## src/hw/rtl/swfc_pkg.sv

```systemverilog
// Shared types, constants and helpers for the sorted word frequency counter.
package swfc_pkg;

	localparam int TABLE_DEPTH = 256;
	localparam int MAX_LETTERS = 31;
	localparam int COUNT_WIDTH = 32;
	localparam int ROW_SLOTS   = 31;
	localparam int KEY_W       = ROW_SLOTS * 5;
	localparam int LEN_W       = 5;
	localparam int TOT_W       = $clog2(TABLE_DEPTH + 1);
	localparam logic [COUNT_WIDTH-1:0] COUNT_MAX = '1;

	typedef enum logic [1:0] {
		OP_TEXT = 2'd0,
		OP_END  = 2'd1,
		OP_READ = 2'd2,
		OP_NONE = 2'd3
	} opcode_t;

	typedef enum logic [2:0] {
		ST_COUNTED  = 3'd0,
		ST_INSERTED = 3'd1,
		ST_FULL     = 3'd2,
		ST_READ     = 3'd3,
		ST_EMPTY    = 3'd4,
		ST_NOWORD   = 3'd5
	} status_t;

	typedef struct packed {
		logic [1:0] opcode;
		logic [7:0] char_code;
		logic [7:0] entry_index;
	} in_t;

	typedef struct packed {
		logic [2:0]  status;
		logic [59:0] word_part0;
		logic [59:0] word_part1;
		logic [34:0] word_part2;
		logic [4:0]  word_length;
		logic [31:0] word_count;
		logic [7:0]  sorted_position;
		logic [8:0]  distinct_words;
	} out_t;

	// One table entry as held by a cell
	typedef struct packed {
		logic                   vld;
		logic [KEY_W-1:0]       word;
		logic [LEN_W-1:0]       len;
		logic [COUNT_WIDTH-1:0] cnt;
	} entry_t;

	typedef struct packed {
		logic cmp;
		logic ins;
		logic inc;
	} cell_ctrl_t;

	// Map a byte to a letter code a=1..z=26, 0 for anything else
	function automatic logic [4:0] letter_code(input logic [7:0] c);
		logic [7:0] d;
		d = 8'd0;
		if (c >= 8'h61 && c <= 8'h7a)
			d = c - 8'h60;
		else if (c >= 8'h41 && c <= 8'h5a)
			d = c - 8'h40;
		return d[4:0];
	endfunction

endpackage

```

## src/hw/rtl/swfc_cell.sv

```systemverilog
// One cell of the sorted table chain: holds one entry, compares, shifts.
module swfc_cell (
	input  logic                      clk,
	input  logic                      arst_n,
	input  swfc_pkg::cell_ctrl_t      ctrl,
	input  logic [swfc_pkg::KEY_W-1:0] key_word,
	input  logic [swfc_pkg::LEN_W-1:0] key_len,
	input  swfc_pkg::entry_t          left,
	input  logic                      left_ge,
	input  logic                      sel,
	output swfc_pkg::entry_t          entry,
	output logic                      ge,
	output logic                      lt_s1,
	output logic                      eq_s1,
	output swfc_pkg::entry_t          rep
);
	import swfc_pkg::*;

	logic                   vld_q;
	logic [KEY_W-1:0]       word_q;
	logic [LEN_W-1:0]       len_q;
	logic [COUNT_WIDTH-1:0] cnt_q;

	assign entry = '{vld: vld_q, word: word_q, len: len_q, cnt: cnt_q};
	// entry sorts after the key, or slot is free
	assign ge    = !lt_s1 && !eq_s1;
	assign rep   = (sel && vld_q) ? entry : '0;

	// Compare flags against the broadcast key
	always_ff @(posedge clk or negedge arst_n) begin
		if (!arst_n) begin
			lt_s1 <= 1'b0;
			eq_s1 <= 1'b0;
		end else if (ctrl.cmp) begin
			lt_s1 <= vld_q && (word_q < key_word);
			eq_s1 <= vld_q && (word_q == key_word);
		end
	end

	always_ff @(posedge clk or negedge arst_n) begin
		if (!arst_n) begin
			vld_q <= 1'b0;
		end else if (ctrl.ins && left_ge) begin
			vld_q <= left.vld;
		end else if (ctrl.ins && ge) begin
			vld_q <= 1'b1;
		end
	end

	// Shift right from the neighbor, take the new word, or bump the count
	always_ff @(posedge clk) begin
		if (ctrl.ins && left_ge) begin
			word_q <= left.word;
			len_q  <= left.len;
			cnt_q  <= left.cnt;
		end else if (ctrl.ins && ge) begin
			word_q <= key_word;
			len_q  <= key_len;
			cnt_q  <= COUNT_WIDTH'(1);
		end else if (ctrl.inc && eq_s1 && cnt_q != COUNT_MAX) begin
			cnt_q  <= cnt_q + COUNT_WIDTH'(1);
		end
	end

endmodule

```

## config.mk

```make
export PLATFORM = sky130hd
export DESIGN_NAME = swfc_cell
export DESIGN_NICKNAME = d
export VERILOG_FILES = /design/src/hw/rtl/swfc_pkg.sv /design/src/hw/rtl/swfc_cell.sv
export SDC_FILE = /design/constraint.sdc
export NUM_CORES = 1
export LEC_CHECK = 0
export CAP_MARGIN = 20
export CORE_AREA = 5 5 292 294
export DETAILED_ROUTE_END_ITERATION = 10
export DIE_AREA = 0 0 297 299
export DONT_BUFFER_PORTS = 1
export GPL_ROUTABILITY_DRIVEN = 1
export PLACE_DENSITY_LB_ADDON = 0.15
export SLEW_MARGIN = 20
export SYNTH_ARGS = -nofsm -noshare
export SYNTH_HDL_FRONTEND = slang
export SYNTH_SLANG_ARGS = --single-unit
```

## constraint.sdc

```tcl
create_clock -name clk -period 9 [get_ports clk]
set_clock_uncertainty 0.15 [all_clocks]
set_input_delay 0.45 -clock clk [delete_from_list [all_inputs] [get_ports clk]]
set_output_delay 0.45 -clock clk [all_outputs]
set_load 0.1 [all_outputs]
```

==> key figures, run 1 <==
Power
  • Total power: 3.68 mW
  • Sw Ratio: 52.1%
  • Psw: roughly 1.9 mW
  • Pint: 1.76 mW
  • Combinational share of power: a little under a third
  • Pleak: 7.50 nW
  • Sequential share of power: 46.1%
  • Power density over the cells: 210 nW/µm²
  • Clk pwr share: 22.6%
  • Max IR drop VDD: between 0.15 and 0.2 mV

STA
  • Tmin final: slightly below 4 ns
  • Final setup viols: 0
  • Relative slew margins: about 25%
  • Max Freq: 255 MHz
  • Hold WS: 0.0631 ns
  • Final number of hold-violating endpoints: 0
  • Measured slew at the worst slew-check pin: 1.13 ns
  • Setup TNS Final: 0 ns
  • Tcrit/Tclk final: between 40% and 50%
  • Final Max Slew Viols: 0
  • RSZ-0062 raised after global routing: false

Die
  • Starting Density: approximately 16%
  • Die width: 297 µm
  • CORE AREA: 82600 µm²
  • FP Rows: around 110
  • Boundary pin count: 749
  • Die area: 88800 µm²
  • Die height: 299 µm

Clocking
  • Clock root cell: clkbuf_16
  • CTS H-Tree Depth: 4
  • Post-CTS Setup Repair Bufs: 0
  • Reg clk slew, reported paths: 0.09 ns
  • Clock tree buffer depth: 2
  • Cts bufs inserted: 17
  • CTS tree: built
  • CTS sink count: 195
  • Clk Latency, worst-skew pair: 0.52 ns

Synthesis
  • Top post-synthesis cells by area: edfxtp_1 (42%), ha_1 (14%), and3_1 (9.1%), o21ai_0 (7.5%), nand2_1 (6.8%)
  • Yosys top cell by area: edfxtp_1
  • Synthesized area: 13600 µm²
  • Syn Area/Cell: 9.03 µm²
  • Cell count after synthesis: 1505
  • FFs w/ async S/R, synth: 1.54%
  • Most frequent cell after synthesis: nand2_1
  • Sequential share of the synthesized area: 43.0%
  • Unique masters post-synth: 48
  • Mapped Nets: 2021
  • #FFs+latches synth: 195
  • Area share of the largest cell type after synthesis: 42.4%
  • Synth Warn #: 0
  • EDFF count, synth: 192
  • Top_reg_cell synth: edfxtp_1
  • Top cells by count, synth: nand2_1 (246), o21ai_0 (203), and3_1 (198)

Finish
  • Nets: 2190
  • Synth-to-layout area growth: 28.8%
  • Fin area: 17500 µm²
  • Layout cell share with drive strength beyond 1: 4.33%

Worst setup path
  • Critical path data required time: 8.88 ns
  • Crit Path Max Fanout: 32
  • Critical Path Sink Type: register
  • Critical path type: reg -> reg
  • Startpoint types: register
  • Worst EP arrival: 3.80 ns

Drt
  • Initial DRC Count: 886
  • WL per Instance: 22.5 µm
  • Final wirelength: ~62000 µm
  • Residual DRC count: 0
  • Detailed-router iteration count before antenna repair: 5
  • Via total after detailed routing: 12000
  • Detail Route Antenna Nets: 0
  • Mean number of vias per cell: 4.34

Global routing
  • GRT Total Usage: 13.3%
  • Initial antenna violation count: 4
  • Largest net degree at the start of global routing: 194
  • Gr ovfl total: 0
  • First-pass GRT wire length: 88700 µm
  • Number of global-route vias before repair: 12600

Placement
  • Port Buffers: 0
  • Gp weighted congestion: 0.819
  • DP Area: 14900 µm²
  • Detailed placer's ending HPWL: 48700 µm

Flow run
  • Max cap viols: 0

Min path
  • Worst min path class: in -> reg

Run status
  • Status: finished, final reports clean
## placed cells by master, fill, tap and decap left out, types with 3 or more instances in the layout
cell type and count:
clkinv_2 3, diode_2 3, nor4_1 5, inv_1 162, o21ai_0 202, and4_1 9
nand4_1 40, a21o_1 15, a211oi_1 10, nor2b_1 3, and2_1 3, inv_6 3
nor3_1 6, ha_1 156, buf_4 34, nand2_1 245, nand3_1 26, edfxtp_1 192
xor2_1 19, dlygate4sd3_1 199, nor2_1 19, clkbuf_16 17, and3_1 198, a21oi_1 59
o21a_1 3, xnor2_1 11
## flip-flops by register name, summed over array words and instances (netlist names)
signal and cells:
vld_q 1, cnt_q 32, lt_s1 1, word_q 155
eq_s1 1, len_q 5
## cell type report
class / count / area (µm²)
Antenna cell: 3 / 7.51
Clock buffer: 19 / 433
Clock inverter: 13 / 133
Fill cell: 9156 / 65100
Inverter: 163 / 619
Multi-Input combinational cell: 1062 / 6810
Sequential cell: 195 / 5840
Tap cell: 1080 / 1350
Timing Repair Buffer: 235 / 2290
## critical path, stage by stage (launching register included)
cell and delay, ns:
edfxtp_1 1.07, ha_1 0.35, and4_1 0.30, nand4_1 0.21, nor2_1 0.51, nand4_1 0.15
nand3_1 0.16, nand2_2 0.52
## per-stage QoR
stage	instances	util, %	worst slack (ns)
after floorplan	1505	-	0.677
after global placement	2535	18.0	4.96
after detailed placement	2535	18.0	4.95
after CTS	2766	21.1	4.97
after global routing	2768	21.2	4.86
final	2770	21.2	5.09
## final timing paths
kind | from | to | slack (ns) | depth (start not counted)
min in group asynchronous | arst_n | lt_s1 | 0.09 | 1
worst max-delay path | cnt_q[0] | cnt_q[5] | 5.09 | 7
worst min register to register | lt_s1 | lt_s1 | 0.65 | 3
worst max register to register | cnt_q[0] | cnt_q[5] | 5.09 | 7
max in group asynchronous | arst_n | vld_q | 8.33 | 1
worst min-delay path | key_word[59] | word_q[59] | 0.06 | 2
## cell families after synthesis
logic type | Yosys count | share of synthesized area (%)
AND/OR/NAND/NOR | 564 | 21.2
AO/OA/AOI/OAI | 312 | 12.6
buffers and inverters | 248 | 6.89
flip-flops | 195 | 43.0
adder cells (fa/ha/maj) | 156 | 14.4
XOR/XNOR | 30 | 1.93
## per-layer routing
layer	share of wire, %	routed length, µm	vias to the layer above	track usage [%]
li1	-	-	5697	-
met1	42	26300	5828	16.3
met2	50	31100	437	23.1
met3	5.9	3670	64	3.64
met4	1.9	1190	4	3.83
met5	0.043	27	-	0
## power groups by stage
stage | sequential [mW] | clock, mW | combinational (mW)
after floorplan | 1.76 | 0 | 0.832
after global placement | 1.72 | 0 | 1.09
after detailed placement | 1.72 | 0 | 1.08
after CTS | 1.70 | 0.881 | 1.17
after global routing | 1.70 | 0.905 | 1.23
final | 1.69 | 0.830 | 1.15
## timing repair
| action | CTS | global route |
|---|---|---|
| endpoints found under the hold margin | 194 | 0 |
| hold buffers | 199 | 0 |
| setup endpoints to repair | 0 | 0 |
| resized for setup | 0 | 0 |
No activity file was read; power rests on OpenSTA's default activity.
==> inputs of run 2 (changes only) <==
--- a/config.mk
+++ b/config.mk
@@ -5,10 +5,11 @@
 export SDC_FILE = /design/constraint.sdc
 export NUM_CORES = 1
 export LEC_CHECK = 0
+export ABC_AREA = 1
 export CAP_MARGIN = 20
-export CORE_AREA = 5 5 292 294
+export CORE_AREA = 5 5 284 286
 export DETAILED_ROUTE_END_ITERATION = 10
-export DIE_AREA = 0 0 297 299
+export DIE_AREA = 0 0 289 291
 export DONT_BUFFER_PORTS = 1
 export GPL_ROUTABILITY_DRIVEN = 1
 export PLACE_DENSITY_LB_ADDON = 0.15
==> constraint.sdc (replaced) <==
create_clock -name clk -period 4.1 [get_ports clk]
set_clock_uncertainty 0.15 [all_clocks]
set_input_delay 0.205 -clock clk [delete_from_list [all_inputs] [get_ports clk]]
set_output_delay 0.205 -clock clk [all_outputs]
set_load 0.1 [all_outputs]
==> run 2 against run 1 <==
  * Via count grew 28%
  * Largest power group is now combinational cells
  * Synthesized cell count rose by 29%
  * Global-route usage grew 2.1 points
  * Combinational power rose to 4.7 times the previous value
  * Critical endpoint unchanged
  * Clock power increased by 110%
  * Utilization rose by 8.6 points
  * Cell area is 33% higher
  * Hold slack about the same
  * First-iteration DRC count shrank 23%
==> key figures, run 2 <==
Run status
  • Status: finished, final reports clean

Finish
  • Top reg by flops: word_q
  • Nets: 3167 (+45%)
  • Most common cell after layout, fill and taps aside: nand2_1
  • Synth-to-layout area growth: 60.6%
  • Commonest cells after routing, fill and taps aside: nand2_1 (453), inv_1 (402), buf_4 (398)
  • Fin cells: 3717 (+34%)
  • Layout cell share with drive strength beyond 1: 25.0% (+21 points)
  • Max FFs per register: 155 (unchanged)
  • Biggest regs: word_q x155, cnt_q x32, len_q x5

Die
  • CORE AREA: 78100 µm² (-5.5%)
  • Die area: 84100 µm² (-5.3%)
  • Starting Density: 18.6% (+2.1 points)
  • Die height: 291 µm (-2.7%)
  • Die width: 289 µm (-2.7%)
  • Boundary pin count: 749 (unchanged)
  • FP Rows: 103 (-2.8%)

STA
  • Setup TNS Final: 0 ns (unchanged)
  • Hold WS: 0.0634 ns (+0.000281 ns)
  • Final setup viols: 0 (unchanged)
  • Final Max Slew Viols: 0 (unchanged)
  • Tcrit/Tclk final: 73.9% (+30 points)
  • Relative slew margins: 30.3% (+5.4 points)
  • Max Freq: 330 MHz (+29%)
  • Final number of hold-violating endpoints: 0 (unchanged)
  • Tmin final: 3.03 ns (-0.886 ns)
  • Measured slew at the worst slew-check pin: 1.04 ns (-0.0811 ns)
  • RSZ-0062 raised after global routing: false

Power
  • Total power: 9.89 mW (+170%)
  • Power density over the cells: 425 nW/µm² (+100%)
  • Max IR drop VDD: 0.248 mV (+57%)
  • Pleak: 11.1 nW (+48%)

Clocking
  • CTS H-Tree Depth: 4 (unchanged)
  • Cts bufs inserted: 17 (unchanged)
  • Post-CTS Resized: 0 (unchanged)
  • CTS Hold Bufs: 356 (+79%)
  • Post-CTS Setup Repair Bufs: 0 (unchanged)
  • Clk Latency, worst-skew pair: 0.49 ns (-0.03 ns)
  • CTS sink count: 195 (unchanged)
  • Clock root cell: clkbuf_16
  • Clock tree buffer depth: 2 (unchanged)
  • Reg clk slew, reported paths: 0.10 ns (about the same)
  • CTS tree: built

Placement
  • Detailed placer's ending HPWL: 54900 µm (+13%)
  • Gp weighted congestion: 0.859 (+4.8%)
  • Port Buffers: 0 (unchanged)
  • DP Cell Count: 3326 (+31%)

Drt
  • WL per Instance: 18.4 µm (-18%)
  • Detailed-router iteration count before antenna repair: 7 (+2)
  • Via total after detailed routing: 15300 (+28%)
  • Residual DRC count: 0 (unchanged)
  • Initial DRC Count: 681 (-23%)
  • Detail Route Antenna Nets: 0 (unchanged)
  • Mean number of vias per cell: 4.13 (-4.9%)
  • Final wirelength: 68300 µm (+9.6%)

Synthesis
  • Top cells by count, synth: nand2_1 (455), inv_1 (402), nor2_1 (261)
  • Top_reg_cell synth: edfxtp_1
  • Syn Area/Cell: 7.49 µm² (-17%)
  • Mapped Nets: 2452 (+21%)
  • Synthesized area: 14500 µm² (+6.7%)
  • Top post-synthesis cells by area: edfxtp_1 (40%), ha_1 (13%), nand2_1 (12%), inv_1 (10%), nor2_1 (6.8%)
  • EDFF count, synth: 192 (unchanged)
  • FFs w/ async S/R, synth: 1.54% (unchanged)
  • Sequential share of the synthesized area: 40.3% (-2.7 points)
  • #FFs+latches synth: 195 (unchanged)
  • Synth Warn #: 0 (unchanged)
  • Yosys top cell by area: edfxtp_1
  • Most frequent cell after synthesis: nand2_1
  • Cell count after synthesis: 1936 (+29%)
  • Area share of the largest cell type after synthesis: 39.8% (-2.7 points)
  • Unique masters post-synth: 43 (-10%)

Global routing
  • Largest net degree at the start of global routing: 171 (-12%)
  • GRT Total Usage: 15.5% (+2.1 points)
  • Gr ovfl total: 0 (unchanged)
  • Number of global-route vias before repair: 15900 (+27%)
  • First-pass GRT wire length: 99200 µm (+12%)
  • Initial antenna violation count: 6 (+2)

Worst setup path
  • Critical Path Sink Type: register
  • Crit Path Max Fanout: 32 (unchanged)
  • Reg2reg start: cnt_q[12]
  • Crit path launch: cnt_q[12]
  • Critical path type: reg -> reg
  • Startpoint types: register
  • Worst EP arrival: 2.90 ns (-0.90 ns)
  • Critical path data required time: 3.97 ns (-4.91 ns)

Flow run
  • Max cap viols: 0 (unchanged)

Min path
  • Hold wc startpoint: ctrl[1]
  • Worst min path class: in -> reg
-- run 2: changes by cell type after synthesis, sizes merged, moves of 16 or more --
cell    before  now
nor2        20  266
nand4       40   21
inv        163  410
nand3       26   43
nor3         6   22
xor2        19    0
clkbuf      82   59
o21ai      203  186
nand2      246  461
and3       198    1
-- run 2: cell type report --
cell class	instances	area, µm²
fillers	8504	54800
multi-input cells	1267	7370
repair buffers	759	6650
flip-flops and latches	195	5840
inverters	411	1550
well taps	1050	1310
clock buffers	19	433
clock inverters	13	118
diodes	3	7.51
-- run 2: path summary, 6_finish.rpt --
kind                        endpoint  slack [ns]  cells past startpoint
max                         cnt_q[5]        1.07                     10
min                        cnt_q[31]        0.06                      3
max reg2reg                 cnt_q[5]        1.07                     10
min reg2reg                 cnt_q[1]        0.56                      2
max in group asynchronous      eq_s1        3.13                      2
min in group asynchronous      lt_s1        0.46                      2
-- run 2: power breakdown --
| part | total, mW | internal [mW] | switching, mW |
|---|---|---|---|
| logic | 5.44 | 1.21 | 4.23 |
| registers | 2.71 | 2.51 | 0.204 |
| clock network | 1.73 | 0.802 | 0.928 |
-- run 2: per-layer routing --
| layer | up-vias | wire, µm | GRT usage, % |
|---|---|---|---|
| li1 | 7590 | - | - |
| met1 | 7212 | 28300 | 18.3 |
| met2 | 475 | 34800 | 28.1 |
| met3 | 69 | 3760 | 3.37 |
| met4 | 2 | 1420 | 4.05 |
| met5 | - | 13 | 0 |
-- run 2: stage by stage --
stage / cell area (µm²) / utilization [%] / setup slack (ns)
4_1_cts: 23300 / 29.8 / 1.11
3_5_place_dp: 19200 / 24.5 / 1.15
3_3_place_gp: 19200 / 24.5 / 0.806
2_1_floorplan: 14500 / - / 0.0375
5_1_grt: 23300 / 29.8 / 0.856
6_report: 23300 / 29.8 / 1.07
-- run 2: cell families after synthesis --
kind of cell | share of synthesized area (%)
flip-flops | 40.3
adder cells (fa/ha/maj) | 13.5
buffers and inverters | 12.3
AND/OR/NAND/NOR | 23.7
AO/OA/AOI/OAI | 10.3
-- run 2: critical path, cell delays in order (launching register included) --
cell and delay (ns):
edfxtp_1 0.33, buf_4 0.31, inv_1 0.19, nor3_4 0.29
nand3_2 0.15, nor2_2 0.19, nand3_2 0.14, nor2_2 0.14
nand2_1 0.09, nand3_2 0.07, nand2_2 0.49
==> inputs of run 3 (changes only) <==
--- a/config.mk
+++ b/config.mk
@@ -7,9 +7,9 @@
 export LEC_CHECK = 0
 export ABC_AREA = 1
 export CAP_MARGIN = 20
-export CORE_AREA = 5 5 284 286
+export CORE_AREA = 5 5 290 292
 export DETAILED_ROUTE_END_ITERATION = 10
-export DIE_AREA = 0 0 289 291
+export DIE_AREA = 0 0 295 297
 export DONT_BUFFER_PORTS = 1
 export GPL_ROUTABILITY_DRIVEN = 1
 export PLACE_DENSITY_LB_ADDON = 0.15
==> constraint.sdc (replaced) <==
create_clock -name clk -period 2.6 [get_ports clk]
set_clock_uncertainty 0.15 [all_clocks]
set_input_delay 0.13 -clock clk [delete_from_list [all_inputs] [get_ports clk]]
set_output_delay 0.13 -clock clk [all_outputs]
set_load 0.1 [all_outputs]
==> run 3 against run 2 <==
  * Clock power rose by 67%
  * Sequential share of layout area decreased by 2.7 points
  * Critical path depth up 3
  * Critical path type unchanged
==> key figures, run 3 (synthesis results as in run 2) <==
Power
  • Psw: 8.66 mW (+62%)
  • Sw Ratio: 51.9% (-2.4 points)
  • Power density over the cells: 641 nW/µm² (+51%)
  • Pleak: 11.9 nW (+7.3%)
  • Pint: 8.04 mW (+78%)
  • Total power: 16.7 mW (+69%)
  • Clk pwr share: 17.3% (-0.2 points)
  • Combinational share of power: 57.3% (+2.3 points)
  • Max IR drop VDD: 0.456 mV (+84%)
  • Sequential share of power: 25.4% (-2.1 points)

Flow run
  • Max cap viols: 0 (unchanged)

Finish
  • Biggest regs: word_q x155, cnt_q x32, len_q x5
  • Fin area: 26100 µm² (+12%)
  • Layout cell share with drive strength beyond 1: 25.7% (+0.74 points)
  • Commonest cells after routing, fill and taps aside: nand2_1 (452), inv_1 (402), dlygate4sd3_1 (358)
  • Top reg by flops: word_q
  • Synth-to-layout area growth: 79.9%
  • Most common cell after layout, fill and taps aside: nand2_1
  • Fin cells: 3763 (+1.2%)
  • Nets: 3192 (+0.79%)
  • Final Util: 32.1% (+2.2 points)
  • Max FFs per register: 155 (unchanged)

Global routing
  • Initial antenna violation count: 6 (unchanged)
  • Number of global-route vias before repair: 16700 (+4.8%)
  • GRT Total Usage: 16.2% (+0.74 points)
  • Largest net degree at the start of global routing: 83 (-51%)
  • First-pass GRT wire length: 107000 µm (+7.6%)
  • Gr ovfl total: 0 (unchanged)

Placement
  • DP Cell Count: 3369 (+1.3%)
  • Pre-CTS setup slack: -0.00202 ns (-1.15 ns)
  • DP Area: 21900 µm² (+14%)
  • Gp weighted congestion: 0.848 (-1.3%)
  • Port Buffers: 0 (unchanged)
  • Detailed placer's ending HPWL: 61400 µm (+12%)

Drt
  • WL per Instance: 19.6 µm (+6.5%)
  • Residual DRC count: 0 (unchanged)
  • Initial DRC Count: 632 (-7.2%)
  • Via total after detailed routing: 15500 (+1.1%)
  • Mean number of vias per cell: 4.12 (-0.13%)
  • Detailed-router iteration count before antenna repair: 5 (-2)
  • Final wirelength: 73600 µm (+7.8%)
  • Detail Route Antenna Nets: 0 (unchanged)

STA
  • Tcrit/Tclk final: 91.8% (+18 points)
  • Measured slew at the worst slew-check pin: 0.724 ns (-0.321 ns)
  • Setup TNS Final: 0 ns (unchanged)
  • Final setup viols: 0 (unchanged)
  • Hold WS: 0.0729 ns (+0.00946 ns)
  • Final number of hold-violating endpoints: 0 (unchanged)
  • Tmin final: 2.39 ns (-0.643 ns)
  • Final Max Slew Viols: 0 (unchanged)
  • Max Freq: 419 MHz (+27%)
  • Post-route setup slack: 0.214 ns (-0.857 ns)
  • Relative slew margins: 51.7% (+21 points)
  • RSZ-0062 raised after global routing: false

Clocking
  • Clk Latency, worst-skew pair: 0.49 ns (about the same)
  • Cts bufs inserted: 17 (unchanged)
  • Reg clk slew, reported paths: 0.08 ns (-0.02 ns)
  • Post-CTS Setup Repair Bufs: 0 (unchanged)
  • Clock root cell: clkbuf_16
  • CTS sink count: 195 (unchanged)
  • CTS H-Tree Depth: 4 (unchanged)
  • Clock tree buffer depth: 2 (unchanged)
  • CTS tree: built

Die
  • Die width: 295 µm (+2.1%)
  • FP Rows: 105 (+1.9%)
  • Die height: 297 µm (+2.1%)
  • Die area: 87600 µm² (+4.2%)
  • CORE AREA: 81300 µm² (+4.1%)
  • Boundary pin count: 749 (unchanged)
  • Starting Density: 17.8% (-0.74 points)

Worst setup path
  • R2R depth: 13 (+3)
  • Reg2reg start: word_q[146]
  • Buf/Inv on CP: 1 (-1)
  • Critical Path Sink Type: register
  • Crit Path Max Fanout: 3 (-91%)
  • Critical path type: reg -> reg
  • Critical path data required time: 2.88 ns (-1.09 ns)
  • Worst reg-to-reg setup slack: 0.21 ns (-0.86 ns)
  • Kind of cell adding the most delay to the critical path: simple AND/OR/NAND/NOR gates
  • Worst EP arrival: 2.66 ns (-0.24 ns)
  • Cell depth of the worst setup path: 13 (+3)
  • Startpoint types: register
  • Critical R2R Capture: lt_s1
  • CP Cell Sequence: ha_1, nand2_1, nor2_1, buf_4, nand2_1, nand2_1, nand2_1, nand2_1, nor2_1, nand2_1, a21oi_1, nand3_1, nand2_1
  • Slowest CP cell: edfxtp_1
  • Worst path max stage delay: 0.40 ns (-0.09 ns)
  • CP most frequent cell: nand2_1

Min path
  • Worst min path class: in -> reg
  • WHS Endpoint: eq_s1
  • Hold wc startpoint: ctrl[2]
  • WHS Path Cells: 6 (+3)

Run status
  • Status: finished, final reports clean
==> run 3: worst reg2reg max path, stage by stage, from the launching register on <==
cell	delay [ns]
edfxtp_1	0.40
ha_1	0.31
nand2_1	0.19
nor2_1	0.10
buf_4	0.14
nand2_1	0.06
nand2_1	0.04
nand2_1	0.14
nand2_1	0.07
nor2_1	0.34
nand2_1	0.11
a21oi_1	0.13
nand3_1	0.09
nand2_1	0.06
==> run 3: timing repair <==
item	in CTS	in global routing
pin swaps	0	1
endpoints found under the hold margin	230	0
endpoints found under the setup margin	1	30
hold buffers	358	0
resized for setup	1	2
==> run 3: routing by layer <==
metal  up-vias  GRT usage, %  wire, µm
li1       7644             -         -
met1      7253          17.9     28800
met2       520          30.0     38200
met3        99          3.92      4280
met4         2          5.62      2360
met5         -             0         7
==> run 3: final cells by class <==
type                       instances  area, µm²
tap                             1070       1340
timing repair buffer             784       9330
antenna                            5       12.5
inverter                         411       1550
fill                            8638      55300
multi-input combinational       1267       7410
clock inverter                    13        153
clock buffer                      18        429
sequential                       195       5850
==> run 3: how the worst max path moves through the flow <==
stage / from / to
6_report: word_q[146] / lt_s1
5_1_grt: word_q[72] / lt_s1
4_1_cts: word_q[72] / lt_s1
3_5_place_dp: word_q[72] / lt_s1
3_3_place_gp: word_q[72] / lt_s1
2_1_floorplan: cnt_q[1] / cnt_q[0]
==> run 3: power groups by stage <==
| stage | Clock, mW | Sequential (mW) | Combinational, mW |
|---|---|---|---|
| after global placement | 0 | 4.30 | 9.10 |
| final | 2.89 | 4.24 | 9.57 |
| after global routing | 3.15 | 4.29 | 10.0 |
| after floorplan | 0 | 6.93 | 3.69 |
| after detailed placement | 0 | 4.32 | 9.09 |
| after CTS | 3.06 | 4.24 | 9.66 |
